## config.mk

```make
export PLATFORM = sky130hd
export DESIGN_NAME = pdh_front_flat
export DESIGN_NICKNAME = d
export VERILOG_FILES = /design/src/sv/pdh_pkg.sv /design/src/sv/pdh_in_if.sv /design/src/sv/pdh_front.sv /design/src/flat_wrapper.sv
export SDC_FILE = /design/constraint.sdc
export NUM_CORES = 1
export LEC_CHECK = 0
export BUFFER_PORTS_ARGS = -buffer_cell sky130_fd_sc_hd__buf_4
export CAP_MARGIN = 15
export CORE_UTILIZATION = 59
export CTS_BUF_LIST = sky130_fd_sc_hd__clkbuf_8
export DETAILED_ROUTE_END_ITERATION = 6
export HOLD_SLACK_MARGIN = 0.08
export PLACE_DENSITY = 0.82
export SLEW_MARGIN = 40
export SYNTH_ARGS = -nofsm -noshare
export SYNTH_HDL_FRONTEND = slang
export SYNTH_SLANG_ARGS = --single-unit
```

## constraint.sdc

```tcl
create_clock -name clk -period 5.53 [get_ports clk]
set_clock_uncertainty 0.05 [all_clocks]
set_input_delay 1.106 -clock clk [delete_from_list [all_inputs] [get_ports clk]]
set_output_delay 1.106 -clock clk [all_outputs]
set_load 0.03 [all_outputs]
```

## src/sv/pdh_pkg.sv

```systemverilog
// Package for the pair distance histogram: widths, codes, item and config types, wrap function.
package pdh_pkg;

	localparam int COORD_W        = 20;
	localparam int MAG_W          = 21;
	localparam int SUM_W          = 44;
	localparam int SUM4_W         = 46;
	localparam int ROOT_W         = 23;
	localparam int REM_W          = 27;
	localparam int RB_W           = 8;
	localparam int HB_W           = 8;
	localparam int OUT_W          = 32;
	localparam int CFG_IDX_W      = 3;
	localparam int CFG_W          = 20;
	localparam int NBINS_W        = 9;
	localparam int MAX_BINS_DEF   = 256;
	localparam int COUNT_BITS_DEF = 32;

	localparam logic [CFG_W-1:0]   BOX_RST      = 20'hFFFFF;
	localparam logic [CFG_W-1:0]   BIN_SIZE_RST = 20'd1024;
	localparam logic [NBINS_W-1:0] NUM_BINS_RST = 9'd256;

	typedef enum logic [1:0] {
		KIND_PAIR = 2'd0,
		KIND_SKIP = 2'd1,
		KIND_READ = 2'd2
	} kind_t;

	typedef enum logic [CFG_IDX_W-1:0] {
		REG_BOX_X    = 3'd0,
		REG_BOX_Y    = 3'd1,
		REG_BOX_Z    = 3'd2,
		REG_BIN_SIZE = 3'd3,
		REG_NUM_BINS = 3'd4,
		REG_SLAB_LO  = 3'd5,
		REG_SLAB_HI  = 3'd6
	} reg_idx_t;

	typedef struct packed {
		logic [CFG_W-1:0]   box_x;
		logic [CFG_W-1:0]   box_y;
		logic [CFG_W-1:0]   box_z;
		logic [CFG_W-1:0]   bin_size;
		logic [NBINS_W-1:0] num_bins;
		logic [CFG_W-1:0]   slab_lo;
		logic [CFG_W-1:0]   slab_hi;
	} cfg_t;

	typedef struct packed {
		kind_t             kind;
		logic              cnt;
		logic [RB_W-1:0]   rb;
		logic [MAG_W-1:0]  ax;
		logic [MAG_W-1:0]  ay;
		logic [MAG_W-1:0]  az;
	} item_t;

	// Minimum-image magnitude of o - c for one axis; a zero box leaves it unwrapped
	function automatic logic [MAG_W-1:0] wrap_mag(input logic [COORD_W-1:0] c,
		input logic [COORD_W-1:0] o, input logic [COORD_W-1:0] b);
		logic signed [COORD_W+2:0] d;
		logic signed [COORD_W+2:0] bb;
		d  = $signed({3'b000, o}) - $signed({3'b000, c});
		bb = $signed({3'b000, b});
		if ((d <<< 1) < -bb) begin
			d = d + bb;
		end else if ((d <<< 1) >= bb) begin
			d = d - bb;
		end
		if (d < 0) begin
			d = -d;
		end
		return d[MAG_W-1:0];
	endfunction

endpackage

```

## src/sv/pdh_in_if.sv

```systemverilog
// Input channel interface: one pair or read request per word.
interface pdh_in_if;
	logic                        valid;
	logic                        ready;
	logic                        mode;
	logic [pdh_pkg::COORD_W-1:0] center_x;
	logic [pdh_pkg::COORD_W-1:0] center_y;
	logic [pdh_pkg::COORD_W-1:0] center_z;
	logic [pdh_pkg::COORD_W-1:0] other_x;
	logic [pdh_pkg::COORD_W-1:0] other_y;
	logic [pdh_pkg::COORD_W-1:0] other_z;
	logic                        count_center;
	logic [pdh_pkg::RB_W-1:0]    read_bin;

	modport source(output valid, mode, center_x, center_y, center_z, other_x, other_y,
		other_z, count_center, read_bin, input ready);
	modport sink(input valid, mode, center_x, center_y, center_z, other_x, other_y,
		other_z, count_center, read_bin, output ready);
endinterface

```

## src/sv/pdh_front.sv

```systemverilog
// Front end: accepts input words, applies the slab filter, wraps distances, queues items.
module pdh_front import pdh_pkg::*; (
	input  logic   clk,
	input  logic   arst_n,
	pdh_in_if.sink in,
	input  cfg_t   cfg,
	input  logic   open,
	output logic   q_valid,
	output item_t  q_item,
	input  logic   q_pop
);
	localparam int QD = 2;

	item_t      ent_q [QD];
	logic       wp_q;
	logic       rp_q;
	logic [1:0] n_q;
	logic       push;
	item_t      cls;
	logic [CFG_W-1:0] lo;
	logic [CFG_W-1:0] hi;
	logic       pass;

	// classify the incoming word
	always_comb begin
		lo   = (cfg.slab_lo < cfg.slab_hi) ? cfg.slab_lo : cfg.slab_hi;
		hi   = (cfg.slab_lo < cfg.slab_hi) ? cfg.slab_hi : cfg.slab_lo;
		pass = (cfg.slab_hi == '0) || (in.center_x >= lo && in.center_x < hi);
		cls.kind = in.mode ? KIND_READ : (pass ? KIND_PAIR : KIND_SKIP);
		cls.cnt  = in.count_center;
		cls.rb   = in.read_bin;
		cls.ax   = wrap_mag(in.center_x, in.other_x, cfg.box_x);
		cls.ay   = wrap_mag(in.center_y, in.other_y, cfg.box_y);
		cls.az   = wrap_mag(in.center_z, in.other_z, cfg.box_z);
	end

	assign in.ready = open && (n_q != 2'(QD));
	assign push     = in.valid && in.ready;
	assign q_valid  = (n_q != 2'd0);
	assign q_item   = ent_q[rp_q];

	// hold queue entries
	always_ff @(posedge clk) begin
		if (push) begin
			ent_q[wp_q] <= cls;
		end
	end

	// advance queue pointers
	always_ff @(posedge clk or negedge arst_n) begin
		if (!arst_n) begin
			wp_q <= 1'b0;
			rp_q <= 1'b0;
			n_q  <= 2'd0;
		end else begin
			if (push) begin
				wp_q <= ~wp_q;
			end
			if (q_pop) begin
				rp_q <= ~rp_q;
			end
			n_q <= n_q + 2'(push) - 2'(q_pop);
		end
	end
endmodule

```

## src/flat_wrapper.sv

```systemverilog
// flat-port wrapper written by rule: the top's interface ports become plain ports
module pdh_front_flat import pdh_pkg::*;
  (clk, arst_n, cfg, open, q_valid, q_item, q_pop, in_valid, in_mode, in_center_x, in_center_y, in_center_z, in_other_x, in_other_y, in_other_z, in_count_center, in_read_bin, in_ready);
  pdh_in_if in_i ();
  input  logic clk;
  input  logic arst_n;
  input  cfg_t cfg;
  input  logic open;
  output logic q_valid;
  output item_t q_item;
  input  logic q_pop;
  input wire logic [$bits(in_i.valid)-1:0] in_valid;
  input wire logic [$bits(in_i.mode)-1:0] in_mode;
  input wire logic [$bits(in_i.center_x)-1:0] in_center_x;
  input wire logic [$bits(in_i.center_y)-1:0] in_center_y;
  input wire logic [$bits(in_i.center_z)-1:0] in_center_z;
  input wire logic [$bits(in_i.other_x)-1:0] in_other_x;
  input wire logic [$bits(in_i.other_y)-1:0] in_other_y;
  input wire logic [$bits(in_i.other_z)-1:0] in_other_z;
  input wire logic [$bits(in_i.count_center)-1:0] in_count_center;
  input wire logic [$bits(in_i.read_bin)-1:0] in_read_bin;
  output wire logic [$bits(in_i.ready)-1:0] in_ready;
  assign in_i.valid = in_valid;
  assign in_i.mode = in_mode;
  assign in_i.center_x = in_center_x;
  assign in_i.center_y = in_center_y;
  assign in_i.center_z = in_center_z;
  assign in_i.other_x = in_other_x;
  assign in_i.other_y = in_other_y;
  assign in_i.other_z = in_other_z;
  assign in_i.count_center = in_count_center;
  assign in_i.read_bin = in_read_bin;
  assign in_ready = in_i.ready;
  pdh_front u_core (.clk(clk), .arst_n(arst_n), .in(in_i), .cfg(cfg), .open(open), .q_valid(q_valid), .q_item(q_item), .q_pop(q_pop));
endmodule
```

==> impl_metrics.env, run 1 <==
export IMPL_worst_ep_kind="sequential cell input"
export IMPL_numPortBuffers=310
export IMPL_clkSinkCount=152
export IMPL_dpl_hpwl_um=67290
export IMPL_grt_max_degree=46
export IMPL_gp_congestion=1.043
export IMPL_error_message="[ERROR GRT-0232] Routing congestion too high. Check the congestion heatmap in the GUI."
export IMPL_htree_num_levels=4
export IMPL_repair_timing_grt_worst_ep="u_core.ent_q[1][18]$_DFFE_PP_/D"
export IMPL_lastStage="5_1_grt"
export IMPL_syn_area_mm2=0.02258
export IMPL_cts_buffers=17
export IMPL_yosysWarnings=0
export IMPL_overflow=461
export IMPL_rows=71
export IMPL_die_h_um=197.6
export IMPL_ys_seq_elements=152
export IMPL_ctsHoldBuffers=0
export IMPL_die_x_um=197.6
export IMPL_async_flop_share=0.02632
export IMPL_cts_path_max_buffers=2
export IMPL_synth_main_ff_cell="edfxtp_1"
export IMPL_seq_area_frac_synth=0.2013
export IMPL_synth_cells=2645
export IMPL_status="stopped before the end"
export IMPL_synth_cell_types=105
export IMPL_cts_root_buf="clkbuf_8"
export IMPL_initial_core_util=0.5994
export IMPL_synth_avg_cell_area_um2=8.536
export IMPL_grt_usage=0.8842
export IMPL_pin_count=340
export IMPL_dpl_cell_area_mm2=0.03175
export IMPL_synth_nets=3290
export IMPL_synth_edf_count=148
-- logic make-up after synthesis --
family | synth area share
compound gates | 0.2396
xor+xnor | 0.06944
fa+ha+maj | 0.2141
buf+inv | 0.05575
flops | 0.2013
mux | 0.05176
simple gates | 0.1680
-- cells in the mapped netlist (all sizes together) (19+ instances only) --
cell      n  area (um^2)
nand2b   38        237.7
a211oi   28        230.2
nor3     60        300.3
xor2     46        402.9
mux2i    29        297.8
mux2     77        870.8
nor2b    44        275.3
and3     32        200.2
edfxtp  148         4444
a21o     74        563.0
ha      372         4654
a21oi   201         1017
clkbuf   53        198.9
or3      19        118.9
nand3    47        245.2
nor4     29        193.9
o21a     37        277.8
nand4    36        225.2
o211ai   30        245.2
xnor2   133         1165
o21ai   117        593.1
nor2    208        788.3
nand2   133        504.2
o21bai   32        240.2
inv     250        938.4
a31oi    34        219.0
-- repair_timing --
item / CTS
pin swaps: 124
resized for setup: 219
cloned: 6
buffers inserted: 72
setup endpoints to repair: 120
-- per-stage QoR --
step | setup TNS [ps] | util | instances | hold WS [ps] | worst slack [ps]
after global placement | -111990 | 0.8418 | 4151 | 490.7 | -1147
after floorplan | -40330 | - | 2645 | 428.8 | -743.8
after CTS | -39410 | 0.8998 | 4259 | 328.9 | -619.2
after detailed placement | -132900 | 0.8429 | 4153 | 521.9 | -1452
-- metal layers --
layer / GRT usage / overflow
met5: 0.5275 / 5
met4: 0.9437 / 164
met2: 1.010 / 263
met1: 0.8551 / 13
met3: 0.7782 / 16
==> run 2: changes to the inputs <==
--- a/config.mk
+++ b/config.mk
@@ -7,11 +7,9 @@
 export LEC_CHECK = 0
 export BUFFER_PORTS_ARGS = -buffer_cell sky130_fd_sc_hd__buf_4
 export CAP_MARGIN = 15
-export CORE_UTILIZATION = 59
-export CTS_BUF_LIST = sky130_fd_sc_hd__clkbuf_8
+export CORE_UTILIZATION = 40
 export DETAILED_ROUTE_END_ITERATION = 6
-export HOLD_SLACK_MARGIN = 0.08
-export PLACE_DENSITY = 0.82
+export PLACE_DENSITY_LB_ADDON = 0.15
 export SLEW_MARGIN = 40
 export SYNTH_ARGS = -nofsm -noshare
 export SYNTH_HDL_FRONTEND = slang
==> impl_metrics.env, run 2 <==
export IMPL_ctsHoldBuffers=0
export IMPL_die_h_um=239.6
export IMPL_worstSetupEndpointType="flop"
export IMPL_slew_headroom=0.5481
export IMPL_layout_area_seq_mm2=0.004548
export IMPL_p_sw_w=0.005377
export IMPL_synth_cell_types=105
export IMPL_p_int_w=0.006704
export IMPL_largest_reg_flops=148
export IMPL_core_area_mm2=0.05542
export IMPL_tritoncts="done"
export IMPL_peakVddDrop_mv=0.3441
export IMPL_pwr_share_comb=0.749
export IMPL_synth_common_cells="ha_1 (372), inv_1 (250), nor2_1 (205)"
export IMPL_dpl_cell_count=4441
export IMPL_overflow=0
export IMPL_finalPower_w=0.01208
export IMPL_htree_num_levels=4
export IMPL_critPathSlowestCell="or4_4"
export IMPL_ant_nets=0
export IMPL_rsz0062_at_grt="true"
export IMPL_final_common_cell="buf_4"
export IMPL_setup_ws_ps=-651.1
export IMPL_antenna_found_initial=0
export IMPL_vias=24620
export IMPL_layout_drive_gt1_share=0.4291
export IMPL_clkSinkCount=152
export IMPL_grt_max_degree=55
export IMPL_grt_usage=0.2844
export IMPL_cts_path_max_buffers=2
export IMPL_fin_crit_ps=6181
export IMPL_synth_avg_cell_area_um2=8.536
export IMPL_num_antenna_cells=0
export IMPL_clk_latency_ps=480
export IMPL_leakagePower_nw=16.54
export IMPL_failed_checks="setup timing"
export IMPL_whs_ps=357.0
export IMPL_initial_core_util=0.4074
export IMPL_powerDensity_mw_per_mm2=340.6
export IMPL_crit_required_ps=5700
export IMPL_min_period_over_period=1.118
export IMPL_crit_type="input port to flop"
export IMPL_pre_cts_slack_ps=-1356
export IMPL_multi_input_area_mm2=0.01884
export IMPL_path_buf_inv=5
export IMPL_swShare=0.4451
export IMPL_synth_cells=2645
export IMPL_synth_main_ff_cell="edfxtp_1"
export IMPL_hold_viol=0
export IMPL_routed_wl_um=83580
export IMPL_dpl_hpwl_um=68980
export IMPL_gp_congestion=0.9527
export IMPL_cp_arrival_ps=6350
export IMPL_dpl_cell_area_mm2=0.03254
export IMPL_drv_slew=0
export IMPL_grt_pass1_wl_um=128700
export IMPL_yosysMostFrequentCell="ha_1"
export IMPL_syn_area_mm2=0.02258
export IMPL_rows=86
export IMPL_post_drt_via_cell_ratio=5.393
export IMPL_first_global_vias=24770
export IMPL_seq_area_frac_synth=0.2013
export IMPL_cts_buffers=17
export IMPL_dr_pass1_iters=5
export IMPL_yosysWarnings=0
export IMPL_async_flop_share=0.02632
export IMPL_yosys_top_cells_area="ha_1 (21%), edfxtp_1 (20%), xnor2_1 (5.2%)"
export IMPL_clk_pin_slew_worst_paths_ps=70
export IMPL_die_x_um=239.6
export IMPL_pin_count=340
export IMPL_finalSetupViolations=108
export IMPL_syn_to_final_growth_pct=57.13
export IMPL_worstMarginPinSlew_ps=672.6
export IMPL_cp_max_fo=5
export IMPL_die_area_mm2=0.05740
export IMPL_fillers=4767
export IMPL_layout_cells_non_filler=4565
export IMPL_clock_power_share=0.098
export IMPL_max_stage_delay_ps=580
export IMPL_ys_seq_elements=152
export IMPL_p_seq_frac=0.153
export IMPL_post_drt_wl_per_cell_um=18.31
export IMPL_fmax_mhz=161.8
export IMPL_synth_nets=3290
export IMPL_drc=0
export IMPL_final_cell_mix="buf_4 (1133), ha_1 (356), inv_1 (240)"
export IMPL_cap_violations=0
export IMPL_cts_root_buf="clkbuf_16"
export IMPL_initialDrtViolationCount=1202
export IMPL_synth_edf_count=148
export IMPL_cp_start_kind="input port"
export IMPL_hp_class="input port to asynchronous set/reset pin"
export IMPL_largest_register="u_core.ent_q"
export IMPL_final_area_mm2=0.03548
export IMPL_status="finished, violations left"
export IMPL_numPortBuffers=310
export IMPL_netlist_area_leader_share=0.2062
export IMPL_nets=4449
export IMPL_crit_family="compound AO/OA/AOI/OAI gates"
export IMPL_largestRegisters="u_core.ent_q: 148 flops, u_core.n_q: 2 flops"
export IMPL_synth_area_leader_cell="ha_1"
[run 2: cell counts after synthesis]
No cell type changed its count.
[run 2: layout make-up]
class / count / area share
clock buffers: 17 / 0.01199
repair buffers: 1209 / 0.2701
inverters: 250 / 0.02793
well taps: 748 / 0.02638
clock inverters: 15 / 0.004444
flip-flops and latches: 152 / 0.1282
multi-input cells: 2174 / 0.5310
[run 2: repair_timing]
| item | CTS | global route |
|---|---|---|
| pin swaps | 102 | 80 |
| buffers inserted | 57 | 56 |
| gates resized for setup | 190 | 109 |
| hold endpoints to repair | 0 | 0 |
| setup endpoints to repair | 118 | 122 |
| cloned | 3 | 2 |
[run 2: stage by stage]
step / util / TNS, ps
floorplan: - / -40330
global placement: 0.5859 / -115870
detailed placement: 0.5872 / -121940
CTS: 0.6226 / -30300
global route: 0.6402 / -63510
finish: 0.6402 / -41410
[run 2: path summary, 6_finish.rpt]
path                               startpoint                   to  slack (ps)  cells after the start
worst max-delay path            in_other_z[0]  u_core.ent_q[1][14]        -650                     29
worst min register to register    u_core.wp_q          u_core.wp_q         530                      1
worst min-delay path                   arst_n          u_core.rp_q         360                      1
max in group asynchronous              arst_n          u_core.rp_q        4960                      1
worst max register to register  u_core.n_q[1]  u_core.ent_q[0][21]        3110                      4
min in group clk                  u_core.wp_q          u_core.wp_q         530                      1
[run 2: metal layers]
| layer | GRT usage | part of all wire | vias to the layer above |
|---|---|---|---|
| met1 | 0.3519 | 0.43 | 11720 |
| met4 | 0.1150 | 0.037 | 0 |
| met5 | 0 | 0 | - |
| met2 | 0.4952 | 0.49 | 560 |
| li1 | - | - | 12190 |
| met3 | 0.03757 | 0.039 | 146 |
[run 2: cells by family (layout without fill, tap and decap cells)]
group	count (synthesis)	after routing	synth area share
XOR/XNOR	179	179	0.06944
multiplexers	106	108	0.05176
adder cells (fa/ha/maj)	381	381	0.2141
buffers and inverters	321	1491	0.05575
AND/OR/NAND/NOR	733	733	0.1680
AO/OA/AOI/OAI	773	773	0.2396
flip-flops	152	152	0.2013
[run 2: power by group through the flow]
| stage | Sequential, W | Combinational (W) | Clock, W |
|---|---|---|---|
| floorplan | 0.00181 | 0.00457 | 0 |
| global placement | 0.00192 | 0.00779 | 0 |
| detailed placement | 0.00187 | 0.00802 | 0 |
| CTS | 0.00185 | 0.00859 | 0.00122 |
| global route | 0.00187 | 0.00971 | 0.00126 |
| finish | 0.00185 | 0.00905 | 0.00119 |
Power figures use the tool's default switching activity.
